===== src/rtl/mesh_subnet_bridge_table_top_defines.svh =====
// Assertion macros for the subnet bridge table
`ifndef MESH_SUBNET_BRIDGE_TABLE_TOP_DEFINES_SVH
`define MESH_SUBNET_BRIDGE_TABLE_TOP_DEFINES_SVH
`ifndef ASSERT_OFF
`define MSB_ASSERT(label, clk, rst, prop, msg) \
   label: assert property (@(posedge clk) disable iff (rst) prop) else $error(msg);
`define MSB_ASSERT_NORST(label, clk, prop, msg) \
   label: assert property (@(posedge clk) prop) else $error(msg);
`else
`define MSB_ASSERT(label, clk, rst, prop, msg)
`define MSB_ASSERT_NORST(label, clk, prop, msg)
`endif
`endif


===== src/rtl/msbt_pkg.sv =====
// Package: types and codes for the subnet bridge table
`timescale 1ns / 1ps
package msbt_pkg;
   localparam int TableRowsDefault = 16;
   localparam logic [2:0] FUNC_ADD    = 3'd0;
   localparam logic [2:0] FUNC_REMOVE = 3'd1;
   localparam logic [2:0] FUNC_LOOKUP = 3'd2;
   localparam logic [2:0] FUNC_KEYDEL = 3'd3;
   localparam logic [2:0] FUNC_CLEAR  = 3'd4;
   localparam logic [2:0] FUNC_READ   = 3'd5;
   localparam logic [1:0] ST_OK      = 2'd0;
   localparam logic [1:0] ST_BAD_ARG = 2'd1;
   localparam logic [1:0] ST_BAD_KEY = 2'd2;
   localparam logic [1:0] ST_NO_ROOM = 2'd3;
   localparam logic [1:0] DIR_ONE = 2'd1;
   localparam logic [1:0] DIR_TWO = 2'd2;
   localparam logic [15:0] ADDR_UNASSIGNED = 16'h0000;
   localparam logic [15:0] ADDR_ALL_NODES  = 16'hFFFF;

   typedef struct packed {
      logic [2:0]  func;
      logic [7:0]  direction;
      logic [15:0] net_index_a;
      logic [15:0] net_index_b;
      logic [15:0] address_a;
      logic [15:0] address_b;
      logic        keys_present;
      logic [5:0]  row_index;
   } req_type;

   typedef struct packed {
      logic [1:0]  status;
      logic        hit;
      logic [11:0] target_net_index;
      logic [6:0]  row_count;
      logic        row_valid;
      logic [1:0]  row_direction;
      logic [11:0] row_net_a;
      logic [11:0] row_net_b;
      logic [15:0] row_addr_a;
      logic [15:0] row_addr_b;
      logic        last;
   } rsp_type;

   typedef struct packed {
      logic [1:0]  dir;
      logic [11:0] na;
      logic [11:0] nb;
      logic [15:0] aa;
      logic [15:0] ab;
   } row_type;

   function automatic logic is_unicast(input logic [15:0] a);
      return (a != 16'h0) && !a[15];
   endfunction
endpackage


===== src/rtl/msbt_req_if.sv =====
// Valid/ready request channel interface
`timescale 1ns / 1ps
interface msbt_req_if import msbt_pkg::*; ();
   logic    valid;
   logic    ready;
   req_type payload;
   modport source (output valid, output payload, input ready);
   modport sink (input valid, input payload, output ready);
endinterface


===== src/rtl/msbt_rsp_if.sv =====
// Valid/ready response channel interface
`timescale 1ns / 1ps
interface msbt_rsp_if import msbt_pkg::*; ();
   logic    valid;
   logic    ready;
   rsp_type payload;
   modport source (output valid, output payload, input ready);
   modport sink (input valid, input payload, output ready);
endinterface


===== src/rtl/mesh_subnet_bridge_table_top.sv =====
// Operation: add/remove/lookup/key-delete walk the rows in use, each row through a read
// state and a compare state; an appending add then passes the write state, and an add
// that finds its row stops there. Each lookup hit also passes the emit state. Clear,
// rejected requests and out-of-range reads go straight to done; a row read reads first.
// Throughput: one operation at a time; the next request waits until the last beat leaves.
// Reset (synchronous) empties the table; row contents stay undefined until written.
`timescale 1ns / 1ps
`include "mesh_subnet_bridge_table_top_defines.svh"
module mesh_subnet_bridge_table_top import msbt_pkg::*; #(
   parameter int TABLE_ROWS = TableRowsDefault
) (
   input logic clock,
   input logic reset,
   msbt_req_if.sink   req,
   msbt_rsp_if.source rsp
);
   localparam int IW = (TABLE_ROWS > 1) ? $clog2(TABLE_ROWS) : 1;
   localparam int CW = $clog2(TABLE_ROWS + 1);

   typedef enum logic [5:0] {
      S_IDLE  = 6'b000001,
      S_READ  = 6'b000010,
      S_CHECK = 6'b000100,
      S_EMIT  = 6'b001000,
      S_WRITE = 6'b010000,
      S_DONE  = 6'b100000
   } state_type;

   state_type   state_ff, state_in;
   req_type     op_ff, op_in;
   logic [CW-1:0] count_ff, count_in;
   logic [CW-1:0] rd_ff, rd_in;     // read pointer
   logic [CW-1:0] wr_ff, wr_in;     // compaction write pointer
   logic        found_ff, found_in;
   logic [1:0]  status_ff, status_in;
   logic        rsp_valid_ff, rsp_valid_in;
   rsp_type     rsp_ff, rsp_in;
   row_type     mem [TABLE_ROWS];
   row_type     rdata_ff;
   logic        we;
   logic [IW-1:0] waddr;
   row_type     wdata;

   // one shared row compare unit
   logic fwd, back, dup, kill;
   always_comb begin
      fwd  = (rdata_ff.dir == DIR_ONE || rdata_ff.dir == DIR_TWO) &&
             {4'h0, rdata_ff.na} == op_ff.net_index_a &&
             rdata_ff.aa == op_ff.address_a && rdata_ff.ab == op_ff.address_b;
      back = rdata_ff.dir == DIR_TWO && {4'h0, rdata_ff.nb} == op_ff.net_index_a &&
             rdata_ff.ab == op_ff.address_a && rdata_ff.aa == op_ff.address_b;
      dup  = {4'h0, rdata_ff.na} == op_ff.net_index_a &&
             {4'h0, rdata_ff.nb} == op_ff.net_index_b &&
             rdata_ff.aa == op_ff.address_a && rdata_ff.ab == op_ff.address_b;
      if (op_ff.func == FUNC_KEYDEL)
         kill = {4'h0, rdata_ff.na} == op_ff.net_index_a ||
                {4'h0, rdata_ff.nb} == op_ff.net_index_a;
      else
         kill = {4'h0, rdata_ff.na} == op_ff.net_index_a &&
                {4'h0, rdata_ff.nb} == op_ff.net_index_b &&
                ((rdata_ff.aa == op_ff.address_a && rdata_ff.ab == op_ff.address_b) ||
                 (op_ff.address_b == ADDR_UNASSIGNED && rdata_ff.aa == op_ff.address_a) ||
                 (op_ff.address_a == ADDR_UNASSIGNED && rdata_ff.ab == op_ff.address_b));
   end

   // argument checks
   logic [1:0] add_st, rem_st;
   always_comb begin
      req_type r;
      logic nbad;
      r = req.payload;
      nbad = r.net_index_a == r.net_index_b || r.net_index_a > 16'd4095 ||
             r.net_index_b > 16'd4095;
      add_st = ST_OK;
      if (!is_unicast(r.address_a) || nbad || r.address_a == r.address_b)
         add_st = ST_BAD_ARG;
      else if (r.direction != 8'(DIR_ONE) && r.direction != 8'(DIR_TWO))
         add_st = ST_BAD_ARG;
      else if (r.direction == 8'(DIR_ONE) && (r.address_b == ADDR_UNASSIGNED ||
               r.address_b == ADDR_ALL_NODES))
         add_st = ST_BAD_ARG;
      else if (r.direction == 8'(DIR_TWO) && !is_unicast(r.address_b))
         add_st = ST_BAD_ARG;
      else if (!r.keys_present)
         add_st = ST_BAD_KEY;
      rem_st = ST_OK;
      if ((!is_unicast(r.address_a) && r.address_a != ADDR_UNASSIGNED) ||
          (is_unicast(r.address_a) && r.address_a == r.address_b) ||
          r.address_b == ADDR_ALL_NODES || nbad)
         rem_st = ST_BAD_ARG;
      else if (!r.keys_present)
         rem_st = ST_BAD_KEY;
   end

   assign req.ready = (state_ff == S_IDLE) && !rsp_valid_ff;
   assign rsp.valid = rsp_valid_ff;
   assign rsp.payload = rsp_ff;

   logic rsp_free;
   assign rsp_free = !rsp_valid_ff || rsp.ready;

   always_comb begin
      state_in = state_ff;
      op_in = op_ff;
      count_in = count_ff;
      rd_in = rd_ff;
      wr_in = wr_ff;
      found_in = found_ff;
      status_in = status_ff;
      rsp_valid_in = rsp_valid_ff && !rsp.ready;
      rsp_in = rsp_ff;
      we = 1'b0;
      waddr = wr_ff[IW-1:0];
      wdata = rdata_ff;
      case (state_ff)
         S_IDLE: begin
            if (req.valid && req.ready) begin
               op_in = req.payload;
               rd_in = '0;
               wr_in = '0;
               found_in = 1'b0;
               status_in = ST_OK;
               state_in = S_READ;
               case (req.payload.func)
                  FUNC_ADD: begin
                     status_in = add_st;
                     if (add_st != ST_OK) state_in = S_DONE;
                  end
                  FUNC_REMOVE: begin
                     status_in = rem_st;
                     if (rem_st != ST_OK) state_in = S_DONE;
                  end
                  FUNC_LOOKUP, FUNC_KEYDEL: ;
                  FUNC_CLEAR: begin
                     count_in = '0;
                     state_in = S_DONE;
                  end
                  FUNC_READ: begin
                     rd_in = CW'(req.payload.row_index);
                     if ({1'b0, req.payload.row_index} >= 7'(count_ff))
                        state_in = S_DONE;
                  end
                  default: begin
                     status_in = ST_BAD_ARG;
                     state_in = S_DONE;
                  end
               endcase
            end
         end
         S_READ: begin
            // memory read issued in clocked block; data ready next cycle
            if (op_ff.func != FUNC_READ && rd_ff >= count_ff)
               state_in = (op_ff.func == FUNC_ADD) ? S_WRITE : S_DONE;
            else
               state_in = S_CHECK;
         end
         S_CHECK: begin
            state_in = S_READ;
            rd_in = rd_ff + 1'b1;
            case (op_ff.func)
               FUNC_ADD: begin
                  if (dup) begin
                     we = 1'b1;
                     waddr = rd_ff[IW-1:0];
                     wdata.dir = op_ff.direction[1:0];
                     state_in = S_DONE;
                  end
               end
               FUNC_LOOKUP: begin
                  if (fwd || back) begin
                     found_in = 1'b1;
                     state_in = S_EMIT;
                  end
               end
               FUNC_READ: state_in = S_DONE;
               default: begin
                  if (!kill) begin
                     we = 1'b1;
                     wr_in = wr_ff + 1'b1;
                  end
               end
            endcase
         end
         S_EMIT: begin
            // wait until the output is free for the lookup hit beat; last is set at the end
            if (rsp_free) begin
               rsp_valid_in = 1'b1;
               rsp_in = '0;
               rsp_in.hit = 1'b1;
               rsp_in.target_net_index = fwd ? rdata_ff.nb : rdata_ff.na;
               rsp_in.row_count = 7'(count_ff);
               state_in = S_READ;
            end
         end
         S_WRITE: begin
            if (count_ff >= CW'(TABLE_ROWS)) begin
               status_in = ST_NO_ROOM;
            end else begin
               we = 1'b1;
               waddr = count_ff[IW-1:0];
               wdata.dir = op_ff.direction[1:0];
               wdata.na = op_ff.net_index_a[11:0];
               wdata.nb = op_ff.net_index_b[11:0];
               wdata.aa = op_ff.address_a;
               wdata.ab = op_ff.address_b;
               count_in = count_ff + 1'b1;
            end
            state_in = S_DONE;
         end
         S_DONE: begin
            if (rsp_free) begin
               rsp_valid_in = 1'b1;
               rsp_in = '0;
               rsp_in.last = 1'b1;
               rsp_in.status = status_ff;
               rsp_in.row_count = 7'(count_ff);
               if ((op_ff.func == FUNC_REMOVE && status_ff == ST_OK) ||
                   op_ff.func == FUNC_KEYDEL) begin
                  count_in = wr_ff;
                  rsp_in.row_count = 7'(wr_ff);
               end
               if (op_ff.func == FUNC_LOOKUP && found_ff) begin
                  // the held-back final hit leaves from the pending register below
                  rsp_in = rsp_ff;
                  rsp_in.last = 1'b1;
               end
               if (op_ff.func == FUNC_READ && {1'b0, op_ff.row_index} < 7'(count_ff)) begin
                  rsp_in.row_valid = 1'b1;
                  rsp_in.row_direction = rdata_ff.dir;
                  rsp_in.row_net_a = rdata_ff.na;
                  rsp_in.row_net_b = rdata_ff.nb;
                  rsp_in.row_addr_a = rdata_ff.aa;
                  rsp_in.row_addr_b = rdata_ff.ab;
               end
               state_in = S_IDLE;
            end
         end
         default: state_in = S_IDLE;
      endcase
   end

   // Lookup hits are held one beat behind so the final one can carry last.
   // pend_ff holds the newest hit until the next hit or the end of the walk.
   logic    pend_ff, pend_in;
   rsp_type pend_rsp_ff, pend_rsp_in;
   logic    out_valid;
   rsp_type out_rsp;
   always_comb begin
      pend_in = pend_ff;
      pend_rsp_in = pend_rsp_ff;
      out_valid = rsp_valid_in;
      out_rsp = rsp_in;
      if (state_ff == S_EMIT && rsp_free) begin
         pend_in = 1'b1;
         pend_rsp_in = rsp_in;
         out_valid = pend_ff || (rsp_valid_ff && !rsp.ready);
         out_rsp = pend_ff ? pend_rsp_ff : rsp_ff;
      end else if (state_ff == S_DONE && rsp_free && op_ff.func == FUNC_LOOKUP) begin
         pend_in = 1'b0;
         out_rsp = found_ff ? pend_rsp_ff : rsp_in;
         out_rsp.last = 1'b1;
      end
   end

   always_ff @(posedge clock) begin
      if (reset) begin
         state_ff <= S_IDLE;
         count_ff <= '0;
         rsp_valid_ff <= 1'b0;
         pend_ff <= 1'b0;
      end else begin
         state_ff <= state_in;
         count_ff <= count_in;
         rsp_valid_ff <= out_valid;
         pend_ff <= pend_in;
      end
   end

   always_ff @(posedge clock) begin
      op_ff <= op_in;
      rd_ff <= rd_in;
      wr_ff <= wr_in;
      found_ff <= found_in;
      status_ff <= status_in;
      rsp_ff <= out_rsp;
      pend_rsp_ff <= pend_rsp_in;
   end

   always_ff @(posedge clock) begin
      if (we) mem[waddr] <= wdata;
      if (state_ff == S_READ) rdata_ff <= mem[rd_ff[IW-1:0]];
   end

   `MSB_ASSERT(a_count_max, clock, reset, count_ff <= CW'(TABLE_ROWS), "row count overflow")
   `MSB_ASSERT(a_ready_idle, clock, reset, req.ready |-> state_ff == S_IDLE, "ready while busy")
   `MSB_ASSERT(a_onehot, clock, reset, $onehot(state_ff), "state not one-hot")
   `MSB_ASSERT(a_compact, clock, reset, wr_ff <= rd_ff || state_ff == S_IDLE, "write past read")
endmodule


===== src/flat_wrapper.sv =====
// flat-port wrapper written by rule: the top's interface ports become plain ports
module mesh_subnet_bridge_table_top_flat import msbt_pkg::*;
#(
   parameter int TABLE_ROWS = TableRowsDefault
)
  (clock, reset, req_valid, req_payload, req_ready, rsp_valid, rsp_payload, rsp_ready);
  msbt_req_if req_i ();
  msbt_rsp_if rsp_i ();
  input logic clock;
  input logic reset;
  input wire logic [$bits(req_i.valid)-1:0] req_valid;
  input wire logic [$bits(req_i.payload)-1:0] req_payload;
  output wire logic [$bits(req_i.ready)-1:0] req_ready;
  output wire logic [$bits(rsp_i.valid)-1:0] rsp_valid;
  output wire logic [$bits(rsp_i.payload)-1:0] rsp_payload;
  input wire logic [$bits(rsp_i.ready)-1:0] rsp_ready;
  assign req_i.valid = req_valid;
  assign req_i.payload = req_payload;
  assign req_ready = req_i.ready;
  assign rsp_valid = rsp_i.valid;
  assign rsp_payload = rsp_i.payload;
  assign rsp_i.ready = rsp_ready;
  mesh_subnet_bridge_table_top #(.TABLE_ROWS(TABLE_ROWS)) u_core (.clock(clock), .reset(reset), .req(req_i), .rsp(rsp_i));
endmodule

===== config.mk =====
export PLATFORM = sky130hd
export DESIGN_NAME = mesh_subnet_bridge_table_top_flat
export DESIGN_NICKNAME = d
export VERILOG_FILES = /design/src/rtl/msbt_pkg.sv /design/src/rtl/msbt_req_if.sv /design/src/rtl/msbt_rsp_if.sv /design/src/rtl/mesh_subnet_bridge_table_top.sv /design/src/flat_wrapper.sv
export VERILOG_INCLUDE_DIRS = /design/src /design/src/rtl
export SDC_FILE = /design/constraint.sdc
export NUM_CORES = 1
export LEC_CHECK = 0
export BUFFER_PORTS_ARGS = -buffer_cell sky130_fd_sc_hd__buf_2
export CAP_MARGIN = 15
export CORE_MARGIN = 5
export CORE_UTILIZATION = 35
export CTS_CLUSTER_DIAMETER = 100
export CTS_CLUSTER_SIZE = 30
export DETAILED_ROUTE_END_ITERATION = 16
export SLEW_MARGIN = 10
export SYNTH_ARGS = -nofsm -noshare
export SYNTH_HDL_FRONTEND = slang
export SYNTH_SLANG_ARGS = --single-unit

===== constraint.sdc =====
create_clock -name clock -period 23.4 [get_ports clock]
set_clock_uncertainty 0.1 [all_clocks]
set_input_delay 4.68 -clock clock [delete_from_list [all_inputs] [get_ports clock]]
set_output_delay 4.68 -clock clock [all_outputs]
set_load 0.02 [all_outputs]

# ---- Word-level counts from Yosys, hierarchy flattened
# Memory sizes are Yosys's and may differ from the RTL's. A register that Yosys moved wholly into a read port is not among the register bits.
# Cells that the tools add are included.
dict set report totals {
  reg_bits 265
  ram_bits 928
  in_bits 86
  memories 1
}
dict set report classes {
  add_sub_neg 3
  magnitude_cmp 6
  eq_ne 44
  mux 73
  reduce_logical 78
}
# memory words word_bits rd rd_ports_with_merged_regs wr line
set memory_table {}
lappend memory_table {u_core.mem 16 58 1 1 1 mesh_subnet_bridge_table_top.sv:38} ;# row_type mem [TABLE_ROWS];
# operator count
set op_table {}
lappend op_table {{82-bit 2-to-1 mux} 7}
lappend op_table {{82-bit case mux with 2 select lines} 1}
lappend op_table {{16-bit equality test} 6}
lappend op_table {{59-bit 2-to-1 mux} 1}
lappend op_table {{58-bit 2-to-1 mux} 1}
lappend op_table {{56-bit 2-to-1 mux} 1}
lappend op_table {{5-bit 2-to-1 mux} 11}
lappend op_table {{6-bit 2-to-1 mux} 9}
lappend op_table {{12-bit by 16-bit equality test with 1-bit output} 3}
lappend op_table {{16-bit logical NOT} 3}
lappend op_table {{6-bit case mux with 6 select lines} 1}
lappend op_table {{16-bit by 12-bit > comparator with 1-bit output (second input constant)} 2}
lappend op_table {{16-bit nonzero test} 2}
lappend op_table {{1-bit logical AND} 30}
lappend op_table {{6-bit case mux with 4 select lines} 1}
lappend op_table {{2-bit 2-to-1 mux} 10}
lappend op_table {{5-bit case mux with 2 select lines} 2}
lappend op_table {{6-bit case mux with 3 select lines} 1}
lappend op_table {{16-bit equality test (second input constant)} 1}
lappend op_table {{1-bit logical OR} 16}
lappend op_table {{4-bit 2-to-1 mux} 4}
lappend op_table {{5-bit by 1-bit adder with 5-bit output (second input constant)} 3}
lappend op_table {{5-bit case mux with 3 select lines} 1}
lappend op_table {{1-bit 2-to-1 mux} 14}
lappend op_table {{39 further kinds} 73}

# ---- Logic depth before layout (Yosys ltp)
# Gate-level depths: netlist of run 1.
dict set report logic_depth {
  ltp_word 13
  ltp_mapped 12
  mapped_depth_nobuf 9
}

# ---- Least setup slack after synthesis of run 1
# OpenSTA, ideal clock, no wires.
dict set report synth_path {
  kind {register to register}
  from {register u_core.op_ff[52] in the netlist's numbering}
  to {memory u_core.mem[10][0] in the netlist's numbering (enable)}
  setup_time_ns 0.617
  arrival_time_ns 7.895
  t_required_ns 22.683
  slack_ns 14.788
  stages_incl_launch_ff 9
  synth_period_minus_slack_ns 8.612
  path_cell_list {edfxtp_1 or4_1 nor4_1 nand4_1 or3_1 buf_2 o31a_1 a211o_1 nor4_1}
}
dict set report synth_between {
  elab_chain_cells 9
  elab_cells_between_ends 15
}
# item line
set synth_lines {}
lappend synth_lines {{start, declared} mesh_subnet_bridge_table_top.sv:30} ;# req_type op_ff, op_in;
lappend synth_lines {{start signal, assigned} mesh_subnet_bridge_table_top.sv:280} ;# op_ff <= op_in;
lappend synth_lines {{12-bit by 16-bit equality test with 1-bit output (*)} {mesh_subnet_bridge_table_top.sv:53, mesh_subnet_bridge_table_top.sv:60}}
lappend synth_lines {{1-bit logical AND (*)} {mesh_subnet_bridge_table_top.sv:52, mesh_subnet_bridge_table_top.sv:59}}
lappend synth_lines {{1-bit logical AND, on equally long branches} {mesh_subnet_bridge_table_top.sv:60, mesh_subnet_bridge_table_top.sv:53}}
lappend synth_lines {{1-bit 2-to-1 mux or 1-bit logical AND (tied branches)} {mesh_subnet_bridge_table_top.sv:55, mesh_subnet_bridge_table_top.sv:54}}
lappend synth_lines {{1-bit 2-to-1 mux, on equally long branches} {mesh_subnet_bridge_table_top.sv:177, mesh_subnet_bridge_table_top.sv:162}}
lappend synth_lines {{1-bit case mux with 2 select lines} mesh_subnet_bridge_table_top.sv:160} ;# case (op_ff.func)
lappend synth_lines {{1-bit case mux with 2 select lines} mesh_subnet_bridge_table_top.sv:115} ;# case (state_ff)
lappend synth_lines {{1-bit 2-to-1 mux} mesh_subnet_bridge_table_top.sv:290} ;# if (we) mem[waddr] <= wdata;
lappend synth_lines {{1-bit 2-to-1 mux (not written as such)} mesh_subnet_bridge_table_top.sv:290}
lappend synth_lines {{end, declared} mesh_subnet_bridge_table_top.sv:38}
# Every way passes the cells marked *; elsewhere a longest branch is shown, timed or not.

==> impl_metrics.py, run 1 <==
metrics = {
    "synth": {
        "synth.area.mux_share": 0.146,
        "ys.flop_type": "edfxtp_1",
        "synthesis.area_sq_mm": 0.0503,
        "synth-xor-area-share": 0.0242,
        "synth-async-reset-ratio": 0,
        "synth_cells": 2524,
        "yosysSeqAreaShare": 0.745,
        "synth_edf_count": 1238,
        "synthAdderAreaFrac": 0.00448,
        "synth-compound-area-share": 0.0297,
        "synth_top_family_by_area": "multiplexers",
        "ys_types": 62,
        "yosys_warnings": 0,
        "synth_area_per_cell_sq_um": 19.9,
        "synth_fp_nets": 2628,
        "synth-simple-area-share": 0.0398,
        "ys_ff_latch": 1251,
    },
    "floorplan": {
        "die-area_sq_mm": 0.151,
        "die_h_microns": 389,
        "ioPinCount": 170,
        "die_w_microns": 389,
        "row_count": 139,
        "initial_core_util": 0.351,
        "core_area_sq_mm": 0.143,
    },
    "power": {
        "leakage_nw": 17.2,
        "p_per_area_mw_per_mm2": 81.0,
        "ir_drop_uv": 64.9,
        "p_total_w": 0.00445,
    },
    "final_layout": {
        "area_growth_pct": 9.32,
        "fillerInstances": 12800,
        "final_common_cell": "edfxtp_1",
        "final_cell_area_sq_mm": 0.0549,
        "nets": 2789,
        "mostFrequentLayoutCells": "edfxtp_1 (1238), mux4_2 (290), nand2_1 (236), buf_2 (169), xor2_1 (74)",
        "layout-drive-gt1-share": 0.251,
        "stdcell_count": 4608,
    },
    "sta": {
        "setup_viol": 0,
        "max_clock_freq_ghz": 0.130,
        "period_needed_ns": 7.70,
        "whs_ns": 0.439,
        "slew_viol_final": 0,
        "finalHoldViolCount": 0,
        "rsz0062_at_grt": "no",
        "finalCritPeriodShare": 0.329,
        "slew-limit-headroom": 0.248,
        "worst-slew-pin-transition_ns": 1.13,
        "fin_setup_tns_ns": 0,
    },
    "critical_path": {
        "cp_max_fo": 40,
        "rrSetupSlack_ns": 17.78,
        "crit_family": "simple AND/OR/NAND/NOR gates",
        "crit_chain": "buf_2 > nand2b_1 > nand2_1 > inv_4 > nor2_4 > buf_4 > a222oi_1 > o21ai_0",
        "endpoint_kind": "flip-flop",
        "crit_path_start_kind": "primary input",
        "slowest_stage": "nor2_4",
        "required_ns": 23.80,
        "path_buf_inv": 3,
        "critPathKind": "in2reg",
        "worst_path_largest_cell_delay_ns": 0.92,
        "arrival_ns": 8.10,
    },
    "grt": {
        "grt_pass1_vias": 25300,
        "grtUsageTotal": 0.165,
        "gr-total-overflow": 0,
        "antenna_found_initial": 15,
        "grt_max_degree": 125,
        "grt_pass1_wl_microns": 186000,
    },
    "clocking": {
        "clk_pin_slew_ns": 0.12,
        "cts_tree": "built",
        "postCtsSetupBuffers": 0,
        "cts_resized": 0,
        "h-tree-depth": 2,
        "clock-sinks": 1251,
        "clock_latency_ns": 0.67,
        "cts.path.max_buffers": 3,
        "numCtsBuffers": 47,
        "root_buffer": "clkbuf_16",
        "cts_hold_buffers": 0,
    },
    "placed_design": {
        "routabilityCongestion": 0.816,
        "dp_hpwl_microns": 74000,
        "port_buffers": 169,
        "place_inst": 4539,
        "postPlaceCellArea_sq_mm": 0.0537,
    },
    "routing": {
        "vias": 25500,
        "postRouteAntennaNets": 0,
        "dr.first_iter.drc_count": 2578,
        "finalWirelength_microns": 129000,
        "drt-pass1-iter-count": 6,
        "drc_errors": 0,
        "post_drt_wl_per_cell_microns": 28.0,
        "avgViaCountPerCell": 5.54,
    },
    "flow_run": {
        "drv_cap": 0,
    },
    "min_path": {
        "hold_class": "reg2reg",
    },
    "outcome": {
        "outcome": "complete, no violations",
    },
}
-- where the power goes --
group | total, W | internal, W | switching (W)
Sequential | 0.00271 | 0.00260 | 0.000107
Combinational | 0.000719 | 0.000337 | 0.000381
Clock | 0.00103 | 0.000384 | 0.000645
-- synthesized netlist by cell type, types with 3 or more instances --
| cell | instances | share of area |
|---|---|---|
| mux4_2 | 290 | 0.13 |
| a21oi_1 | 15 | 0.0015 |
| nor2_1 | 33 | 0.0025 |
| nand3_1 | 20 | 0.0020 |
| nand4_1 | 26 | 0.0032 |
| mux2_2 | 61 | 0.014 |
| nor3_1 | 9 | 0.00090 |
| xor2_1 | 74 | 0.013 |
| nand2_1 | 237 | 0.018 |
| a22o_4 | 10 | 0.0035 |
| or3_1 | 5 | 0.00062 |
| a22o_1 | 61 | 0.011 |
| a221oi_1 | 4 | 0.00070 |
| or4_1 | 4 | 0.00060 |
| clkbuf_1 | 74 | 0.0055 |
| a222oi_1 | 5 | 0.0010 |
| nor4_1 | 56 | 0.0070 |
| o31ai_1 | 6 | 0.00090 |
| and3_1 | 10 | 0.0012 |
| inv_1 | 21 | 0.0016 |
| nand2b_1 | 7 | 0.00087 |
| nor2b_1 | 4 | 0.00050 |
| buf_2 | 9 | 0.00090 |
| a31oi_1 | 6 | 0.00075 |
| edfxtp_1 | 1238 | 0.74 |
| xnor2_1 | 65 | 0.011 |
| a221o_1 | 3 | 0.00060 |
| buf_1 | 31 | 0.0023 |
| a211oi_1 | 3 | 0.00045 |
| o22ai_1 | 3 | 0.00037 |
| o21ai_0 | 45 | 0.0045 |
| a21o_1 | 8 | 0.0012 |
| dfxtp_1 | 13 | 0.0052 |
| ha_1 | 18 | 0.0045 |
| mux2i_1 | 12 | 0.0024 |
-- kinds of logic after synthesis --
group / count (synthesis)
flip-flops: 1251
AND/OR/NAND/NOR: 426
multiplexers: 363
AO/OA/AOI/OAI: 189
XOR/XNOR: 139
buffers and inverters: 138
adder cells (fa/ha/maj): 18
-- layout make-up --
type,count,area (sq um),area share
Antenna cell,8,20.0,0.000364
Inverter,21,82.6,0.00150
Timing Repair Buffer,229,1320,0.0240
Multi-Input combinational cell,1135,12400,0.226
Clock buffer,56,1210,0.0220
Sequential cell,1251,37400,0.681
Tap cell,1903,2380,0.0433
Clock inverter,5,63.8,0.00116
-- per-layer routing --
metal  part of all wire  vias to the layer above  wire [microns]  GRT usage
met2               0.47                      997           61000      0.265
met3              0.078                      121           10100     0.0277
met5            0.00043                        -              55          0
met1               0.43                    13800           55900      0.243
met4              0.015                        8            1990     0.0275
li1                   -                    10600               -          -
-- final timing paths --
check | startpoint | to | cells past startpoint
max | rsp_ready | u_core.rsp.payload[60]$_DFFE_PP_ | 8
min | u_core.pend_rsp_ff[61]$_DFFE_PP_ | u_core.rsp.payload[61]$_DFFE_PP_ | 2
max reg2reg | u_core.rdata_ff[41]$_DFFE_PN_ | u_core.mem[1][13]$_DFFE_PP_ | 9
min reg2reg | u_core.pend_rsp_ff[61]$_DFFE_PP_ | u_core.rsp.payload[61]$_DFFE_PP_ | 2
-- metrics by stage --
stage                     utilization  setup slack [ns]
final                           0.384             15.70
after global routing            0.384             15.43
after CTS                       0.384             15.66
after detailed placement        0.375             14.94
after global placement          0.375             15.00
after floorplan                     -             14.79
-- registers in the layout, summed over array words and instances, names as in the netlist, 2 cells and up --
signal              count
u_core.mem            928
u_core.pend_rsp_ff     82
u_core.rsp.payload     82
u_core.op_ff           75
u_core.rdata_ff        58
u_core.state_ff         6
u_core.count_ff         5
u_core.rd_ff            5
u_core.wr_ff            5
u_core.status_ff        2
-- worst register-to-register path: stages, from the launching register on --
cell	delay, ns
edfxtp_1	0.63
xor2_1	0.25
nor4_1	0.62
nand4_1	0.52
nor3_2	0.39
a31oi_1	0.31
a221o_1	0.56
nor4_2	0.63
buf_4	0.34
buf_4	0.81
Power figures use the tool's default switching activity.
==> inputs of run 2 (changes only) <==
clock period = 7.3 ns   (was 23.4 ns; I/O delays follow)
==> run 2 against run 1 <==
  * Cell area is 0.27% higher
  * Via count is 2.2% lower
  * Combinational power rose to 3.2 times the previous value
  * Global-route usage fell by 0.26 points
  * Largest cell class unchanged
  * Core utilization up 0.10 points
==> impl_metrics.py, run 2 (synthesis results as in run 1) <==
metrics = {
    "power": {
        "leakage_nw": 17.3,
        "p_comb_frac": 0.162,
        "p_seq_frac": 0.603,
        "pwr-share-clk": 0.235,
        "p_total_w": 0.0144,
        "p_per_area_mw_per_mm2": 261,
        "switchingPower_w": 0.00366,
        "power.internal_w": 0.0107,
        "swShare": 0.255,
        "ir_drop_uv": 240,
    },
    "clocking": {
        "cts_resized": 0,
        "clock_latency_ns": 0.67,
        "root_buffer": "clkbuf_16",
        "postCtsSetupBuffers": 0,
        "cts_tree": "built",
        "clock-sinks": 1251,
        "cts_hold_buffers": 0,
        "h-tree-depth": 2,
        "clk_pin_slew_ns": 0.11,
        "cts.path.max_buffers": 3,
        "numCtsBuffers": 48,
    },
    "critical_path": {
        "arrival_ns": 5.15,
        "crit_path_start_kind": "flip-flop",
        "critPathKind": "reg2reg",
        "cp_max_fo": 35,
        "required_ns": 7.49,
        "endpoint_kind": "flip-flop",
    },
    "sta": {
        "slew-limit-headroom": 0.185,
        "period_needed_ns": 4.96,
        "finalCritPeriodShare": 0.680,
        "fin_ws_ns": 2.34,
        "worst-slew-pin-transition_ns": 1.22,
        "rsz0062_at_grt": "no",
        "slew_viol_final": 0,
        "setup_viol": 0,
        "max_clock_freq_ghz": 0.201,
        "finalHoldViolCount": 0,
    },
    "final_layout": {
        "fillerInstances": 12800,
        "largest_reg_flops": 928,
        "layout-drive-gt1-share": 0.252,
        "final_common_cell": "edfxtp_1",
        "mostFrequentLayoutCells": "edfxtp_1 (1238), mux4_2 (290), nand2_1 (236), buf_2 (169), xor2_1 (74)",
        "nets": 2790,
        "area_growth_pct": 9.61,
        "largest-register": "u_core.mem",
    },
    "placed_design": {
        "preCtsSetupSlack_ns": 2.33,
        "routabilityCongestion": 0.831,
        "dp_hpwl_microns": 78400,
        "port_buffers": 169,
    },
    "floorplan": {
        "initial_core_util": 0.351,
        "die-area_sq_mm": 0.151,
        "ioPinCount": 170,
        "row_count": 139,
        "die_w_microns": 389,
        "die_h_microns": 389,
        "core_area_sq_mm": 0.143,
    },
    "routing": {
        "drc_errors": 0,
        "avgViaCountPerCell": 5.42,
        "vias": 25000,
        "finalWirelength_microns": 126000,
        "drt-pass1-iter-count": 7,
        "postRouteAntennaNets": 0,
        "post_drt_wl_per_cell_microns": 27.3,
        "dr.first_iter.drc_count": 2672,
    },
    "grt": {
        "antenna_found_initial": 14,
        "grtUsageTotal": 0.163,
        "grt_pass1_vias": 25200,
        "grt_max_degree": 94,
        "gr-total-overflow": 0,
        "grt_pass1_wl_microns": 183000,
    },
    "min_path": {
        "hold_class": "reg2reg",
    },
    "flow_run": {
        "drv_cap": 0,
    },
    "outcome": {
        "outcome": "complete, no violations",
    },
}
==> run 2: critical path, stage by stage, from the launching register on <==
cell,delay (ns)
edfxtp_1,0.38
nor4_1,0.62
nand4_1,0.16
or4_1,0.62
nor3_2,0.30
a31oi_1,0.31
a221o_1,0.63
nor4_4,0.36
buf_4,0.45
buf_4,0.61
==> run 2: final cells by class <==
class / count / area, sq um / area share
Antenna cell: 4 / 10.0 / 0.000182
Clock buffer: 58 / 1260 / 0.0229
Clock inverter: 5 / 88.8 / 0.00161
Inverter: 21 / 82.6 / 0.00150
Multi-Input combinational cell: 1135 / 12500 / 0.227
Sequential cell: 1251 / 37400 / 0.680
Tap cell: 1903 / 2380 / 0.0432
Timing Repair Buffer: 229 / 1330 / 0.0242
==> run 2: path summary, 6_finish.rpt <==
check	startpoint	to	slack (ns)	depth (start not counted)
setup / recovery	u_core.op_ff[68]$_DFFE_PP_	u_core.mem[6][42]$_DFFE_PP_	2.34	9
hold / removal	u_core.pend_rsp_ff[79]$_DFFE_PP_	u_core.rsp.payload[79]$_DFFE_PP_	0.44	2
setup reg to reg	u_core.op_ff[68]$_DFFE_PP_	u_core.mem[6][42]$_DFFE_PP_	2.34	9
hold reg to reg	u_core.pend_rsp_ff[79]$_DFFE_PP_	u_core.rsp.payload[79]$_DFFE_PP_	0.44	2
==> run 2: power groups by stage <==
stage | registers [W] | logic (W) | clock network, W
CTS | 0.00866 | 0.00236 | 0.00350
global placement | 0.00882 | 0.00232 | 0
finish | 0.00865 | 0.00233 | 0.00338
detailed placement | 0.00882 | 0.00236 | 0
floorplan | 0.00898 | 0.00135 | 0
global route | 0.00870 | 0.00250 | 0.00373
==> run 2: metrics by stage <==
stage          utilization  setup TNS, ns  cells  instance area (sq um)  hold WS, ns
2_1_floorplan            -        -608.00   2524                  50300        0.363
3_3_place_gp         0.375              0   4538                  53700        0.410
3_5_place_dp         0.375              0   4538                  53700        0.418
4_1_cts              0.385              0   4601                  55100        0.446
5_1_grt              0.385              0   4603                  55100        0.464
6_report             0.385              0   4606                  55100        0.444
==> run 2: layer usage <==
metal  up-vias  share of wire  global-route usage
met1     13300           0.44               0.235
met3       131          0.076              0.0329
met5         -        0.00038                   0
met4         8          0.024              0.0409
li1      10600              -                   -
met2       915           0.46               0.253
